<file path="config.mk">
export PLATFORM = sky130hd
export DESIGN_NAME = pvp_counts
export DESIGN_NICKNAME = d
export VERILOG_FILES = /design/src/rtl/core/pvp_pkg.sv /design/src/rtl/core/pvp_counts.sv
export SDC_FILE = /design/constraint.sdc
export NUM_CORES = 1
export LEC_CHECK = 0
export BUFFER_PORTS_ARGS = -buffer_cell sky130_fd_sc_hd__clkbuf_2
export CORE_MARGIN = 2
export CORE_UTILIZATION = 62
export CTS_BUF_LIST = sky130_fd_sc_hd__clkbuf_2
export DETAILED_ROUTE_END_ITERATION = 8
export PLACE_DENSITY = 0.78
export RECOVER_POWER = 100
export SLEW_MARGIN = 25
export SYNTH_ARGS = -nofsm -noshare
export SYNTH_HDL_FRONTEND = slang
export SYNTH_SLANG_ARGS = --single-unit
</file>
<file path="constraint.sdc">
create_clock -name clk -period 5.7 [get_ports clk]
set_input_delay 1.14 -clock clk [delete_from_list [all_inputs] [get_ports clk]]
set_output_delay 1.14 -clock clk [all_outputs]
set_load 0.05 [all_outputs]
</file>
<file path="src/rtl/core/pvp_pkg.sv">
// shared constants and types of the partition vote proposer
package pvp_pkg;

  localparam int VERTICES   = 4096;
  localparam int PARTITIONS = 16;
  localparam int LANES      = 16;

  localparam int ADDR_W  = $clog2(VERTICES);
  localparam int PART_W  = (PARTITIONS > 1) ? $clog2(PARTITIONS) : 1;
  localparam int LANE_W  = $clog2(LANES + 1);
  localparam int SLOTS   = PARTITIONS * PARTITIONS;
  localparam int SLOT_W  = $clog2(SLOTS);
  localparam int COUNT_W = 13;
  localparam int PROP_W  = 12;

  localparam logic [COUNT_W-1:0] COUNT_MAX = {COUNT_W{1'b1}};

  localparam logic KIND_LOAD  = 1'b0;
  localparam logic KIND_CHUNK = 1'b1;

  typedef struct packed {
    logic              inc;
    logic [PART_W-1:0] inc_idx;
    logic              clear;
    logic [PART_W-1:0] rd_idx;
  } cnt_ctrl_t;

endpackage

</file>
<file path="src/rtl/core/pvp_counts.sv">
// per-partition neighbor counters with saturating increment and clear
module pvp_counts (
  input  logic                                clk,
  input  logic                                rst,
  input  pvp_pkg::cnt_ctrl_t                  ctrl,
  output logic [pvp_pkg::COUNT_W-1:0]         rd_data
);

  logic [pvp_pkg::COUNT_W-1:0] cnt [pvp_pkg::PARTITIONS];

  assign rd_data = cnt[ctrl.rd_idx];

  always_ff @(posedge clk) begin
    if (rst || ctrl.clear) begin
      for (int i = 0; i < pvp_pkg::PARTITIONS; i++) begin
        cnt[i] <= '0;
      end
    end else if (ctrl.inc && cnt[ctrl.inc_idx] != pvp_pkg::COUNT_MAX) begin
      cnt[ctrl.inc_idx] <= cnt[ctrl.inc_idx] + 1'b1;
    end
  end

endmodule

</file>
# After elaboration in Yosys (flattened, before gate mapping)

Memories as Yosys holds them, arrays and structs flattened.
Cells that the tools add are included.

Bits of input ports: 12
Memories kept: 1
Output and inout port bits: 13
Memory bits (writable): 208
Word-level logic and storage cells: 14
Register bits after elaboration: 0

$add $sub $neg: 1
Reductions and logical operators: 3
Muxes and demuxes: 8
Equal/unequal tests: 1

Memory list:

| memory | words | bits a word | rd ports | clocked after Yosys merged registers in | wr ports | line            | source |
|---|---|---|---|---|---|---|---|
| cnt    | 16    | 13          | 2        | 0                                       | 16       | pvp_counts.sv:9 | `logic [pvp_pkg::COUNT_W-1:0] cnt [pvp_pkg::PARTITIONS];` |

Operators by type and width:

| operator                                                        | number |
|---|---|
| 13-bit by 1-bit adder with 13-bit output, second input constant | 1 |
| 13-bit 2-to-1 mux                                               | 1 |
| 13-bit != test, second input constant                           | 1 |
| 13-bit OR reduction                                             | 1 |
| 1-bit 2-to-1 mux                                                | 6 |
| 4-bit 2-to-1 mux                                                | 1 |
| 1-bit logical AND                                               | 1 |
| 1-bit logical OR                                                | 1 |

# Longest topological paths before layout

An unclocked memory read counts as a cell.

Word-level depth: 8
Depth in mapped cells: 15

# Worst setup path after synthesis

No wires, ideal clock.

Kind: input port to flip-flop
Start: input ctrl[5] (netlist bit)
End: memory cnt[11][0] (netlist bit), enable pin
Library setup time: 0.356 ns
Path buffers: 7
Setup slack: 1.109 ns
Arrival time: 4.235 ns
Cell stages on the path: 15
Cell sequence: buf_4 -> buf_6 -> buf_6 -> mux4_2 -> a22oi_1 -> nand2_2 -> clkbuf_1 -> ha_1 -> nand4_2 -> nor4_4 -> buf_6 -> or3_1 -> buf_2 -> buf_2 -> nand2_1

RTL lines:

| what        | line            | source |
|---|---|---|
| from (decl) | pvp_counts.sv:5 | `input pvp_pkg::cnt_ctrl_t ctrl,` |
| to (decl)   | pvp_counts.sv:9 |  |

# Final worst setup path

Start: input ctrl[0] (netlist bit)
End: output rd_data[8] (netlist bit)

Word-level cells in the longest chain between the ends: 1

RTL lines:

| what               | line            | source |
|---|---|---|
| memory 16 x 13 bit | -               |  |
| to (decl)          | pvp_counts.sv:6 | `output logic [pvp_pkg::COUNT_W-1:0] rd_data` |

Every way passes these cells.

==> summary.md <==
| Metric | Value |
|---|---|
| Max_cap viols | `0` |
| YS warnings | `0` |
| GRT Util Overall | `between 30% and 40%` |
| Unrepaired setup endpoints after global routing | `no` |
| Fin cells | `around 1.0k` |
| Simple-gate share of the synthesized area | `between 10% and 20%` |
| DR WL/cell | `roughly 26 um` |
| Crit-path most repeated cell | `mux4_2` |
| Synthesized flop and latch total | `208` |
| 1st-iter DRT viols | `between 900 and 1k` |
| Most flops, register | `cnt` |
| Root buffer cell | `clkbuf_2` |
| Syn Std Cell Area | `approximately 11,000 um^2` |
| Port buffer count | `24` |
| FF-to-FF End | `cnt[15][12]` |
| Crit Reg-Reg Startpoint | `cnt[1][0]` |
| CP top delay family | `buffers and inverters` |
| DR vias | `about 6.9k` |
| R2R setup slack | `~1.6 ns` |
| Crit Path Class | `in2out` |
| Crit share post-route | `between 80% and 90%` |
| # rows | `48` |
| Post-CTS sizing | `0` |
| Fillcell total | `around 1.3k` |
| Worst slew margin | `between 20% and 30%` |
| CP Depth | `5` |
| Total Wirelength | `26,780 um` |
| Syn Inst Count | `724` |
| Met1 global-route usage | `between 40% and 50%` |
| Final setup TNS | `0 ns` |
| Commonest non-fill, non-tap cell in the layout | `nor2_1` |
| Slew @ Worst Pin | `approximately 1.1 ns` |
| Worst hold path class | `in2reg` |
| Crit path largest cell delay | `slightly below 0.8 ns` |
| First-pass GRT wire length | `41,020 um` |
| Die Footprint | `18,480 um^2` |
| Clock Latency Late Sink | `~0.83 ns` |
| Largest net degree at the start of global routing | `39` |
| Busiest grt layer | `met2` |
| Biggest regs | `cnt x208` |
| Area of the multi-input gates | `between 4000 and 5000 um^2` |
| Critical path arrival | `3.75 ns` |
| Post CTS Setup Buffer Count | `0` |
| Setup-failing EPs final | `0` |
| Max reg flops | `around 210` |
| Post-detail-place hpwl | `about 18,000 um` |
| I/O pins | `25` |
| Peak VDD IR | `between 0.2 and 0.25 mV` |
| Cells on Worst Hold Path | `4` |
| GR Util met3 | `about 8.5%` |
| Crit path capture | `rd_data[8]` |
| Routed vias/inst | `a little under 7` |
| DP Cell Count | `between 900 and 1k` |
| CP startpoint | `ctrl[0]` |
| Area of the core | `17,180 um^2` |
| Setup Skew | `slightly below 0.06 ns` |
| DIE HEIGHT | `135.9 um` |
| # hold bufs at CTS | `0` |
| GRT overflow | `0` |
| Avg Synthesized Cell Area | `14.91 um^2` |
| Critical-path cell list | `clkbuf_2 > buf_12 > mux4_2 > mux4_2 > clkbuf_1` |
| Final hold vios | `0` |
| Die extent in x | `roughly 140 um` |
| Fraction of the mapped netlist area in adder cells | `0.1159%` |
| Leak | `between 4 and 5 nW` |
| Worst hold slack | `1.190 ns` |
| Worst-path clk slew | `0.11 ns` |
| Unique masters post-synth | `29` |
| CTS sink count | `208` |
| Max Clk Rate | `0.2047 GHz` |
| Share of layout cells above drive strength 1 | `between 20% and 30%` |
| CP Capture Type | `output pin` |
| Pwr dens | `roughly 270 nW/um^2` |
| Clk buf depth | `3` |
| Met2 GRT Util | `between 50 and 60%` |
| Slew Limit Fails | `0` |
| Layout area overhead | `5.902%` |
| Combinational family with the most area after synthesis | `multiplexers` |
| CP max stage cell | `clkbuf_2` |
| Routability-driven placement congestion ratio | `between 0.8 and 0.9` |
| Compound-gate portion of the synthesized area | `1.577%` |
| Remaining antenna violation count | `0` |
| Layout Nets | `roughly 760` |
| Worst Path Required | `around 4.6 ns` |
| Initial antenna violation count | `2` |
| H-tree depth | `2` |
| FF-to-FF path depth | `8` |
| Util after Layout | `66.54%` |
| First-pass iteration count of the detailed router | `6` |
| Min Tclk post-route | `roughly 4.9 ns` |
| Post-Synth XOR/XNOR Area | `0.8928%` |
| Syn_nets | `~740` |
| Remaining DRCs | `0` |
| Critical Path Fanout Max | `27` |
| Post-synthesis sequential area ratio | `57.88%` |
| FF+latch area | `~6200 um^2` |
| Vias in the first global route | `roughly 7.0k` |
| Most frequent cells in the layout | `212 x nor2_1, 208 x edfxtp_1, 119 x mux4_2, 81 x clkbuf_2, 34 x nand2_1` |
| CTS tree | `built` |
| Buf+Inv Stages, Crit Path | `3` |
| Initial Utilization | `62.83%` |
| Status | `complete, no violations` |
| TritonCTS buffer count | `49` |
| Mux share of post-synthesis cell area | `about a quarter` |
| CP Launch Type | `primary input` |
-- metal layers --
| metal | share of wire [%] | routed length, um |
|---|---|---|
| met1 | 35 | 9296 |
| met2 | 50 | 13440 |
| met3 | 12 | 3260 |
| met4 | 2.9 | 775 |
| met5 | 0.052 | 14 |
-- how the worst min path moves through the flow --
stage	from	end	slack, ns
6_report	ctrl[8]	cnt[10][12]	1.19
5_1_grt	ctrl[9]	cnt[7][3]	1.19
4_1_cts	ctrl[8]	cnt[10][12]	1.15
3_5_place_dp	cnt[6][0]	cnt[9][0]	1.17
3_3_place_gp	cnt[12][0]	cnt[7][0]	1.17
2_1_floorplan	cnt[2][0]	cnt[3][0]	0.95
-- worst register-to-register path, delay by kind of cell (launching register included) --
kind | cells | cell delay, ns
muxes | 1 | 0.26
AOI/OAI and AO/OA | 1 | 0.07
adders and majority gates | 1 | 0.32
and+or+nand+nor | 5 | 2.59
DFF | 1 | 0.44
-- Yosys cell counts --
cell type | instances | area [um^2]
or3_1 | 16 | 100.1
or3b_2 | 1 | 8.760
a22oi_1 | 22 | 165.2
nor4_4 | 1 | 21.27
buf_4 | 1 | 7.510
nand3_1 | 5 | 25.02
buf_6 | 9 | 101.4
nand4_1 | 1 | 6.260
a21oi_1 | 1 | 5.000
edfxtp_1 | 208 | 6246
nand2_2 | 1 | 6.260
buf_2 | 33 | 165.2
clkbuf_1 | 29 | 108.9
nand3b_1 | 2 | 15.01
xor2_1 | 2 | 17.52
nor3_1 | 3 | 15.01
mux4_2 | 119 | 2680
nand3_2 | 1 | 10.01
ha_1 | 1 | 12.51
buf_1 | 6 | 22.52
nor4_1 | 1 | 6.260
inv_1 | 2 | 7.510
and2_1 | 1 | 6.260
nand4_2 | 1 | 12.51
xnor2_1 | 9 | 78.83
nand2_1 | 33 | 123.9
nor4b_1 | 1 | 8.760
nor2_1 | 212 | 795.8
nor2b_1 | 2 | 12.51
-- layout make-up --
cell class / instances / share of cell area [%]
clock inverter: 18 / 0.6350
tap: 225 / 2.463
antenna: 1 / 0.02190
sequential: 208 / 54.65
clock buffer: 69 / 3.022
inverter: 2 / 0.06569
timing repair buffer: 53 / 3.055
multi-input combinational: 436 / 36.08
-- power breakdown --
part / switching, mW / leakage [nW] / internal [mW]
clock network: 0.579 / 0.327 / 0.327
logic: 0.264 / 1.41 / 0.157
registers: 0.0340 / 2.32 / 1.74
total: 0.877 / 4.05 / 2.23
-- cell families (layout without fill, tap and decap cells) --
kind of cell | count (synthesis) | in the layout
AO/OA/AOI/OAI | 23 | 23
flip-flops | 208 | 208
multiplexers | 119 | 119
other | 0 | 1
buffers and inverters | 80 | 142
XOR/XNOR | 11 | 11
AND/OR/NAND/NOR | 282 | 282
adder cells (fa/ha/maj) | 1 | 1
-- through the flow --
stage / total power [mW] / worst slack (ns) / instance area (um^2)
4_1_cts: 3.114 / 1.223 / 11470
6_report: 3.105 / 0.8147 / 11430
2_1_floorplan: 2.094 / 1.109 / 10790
5_1_grt: 3.216 / 0.6005 / 11430
3_3_place_gp: 2.218 / 0.6168 / 11050
3_5_place_dp: 2.231 / 0.4358 / 11050
No activity file was read; power rests on OpenSTA's default activity.
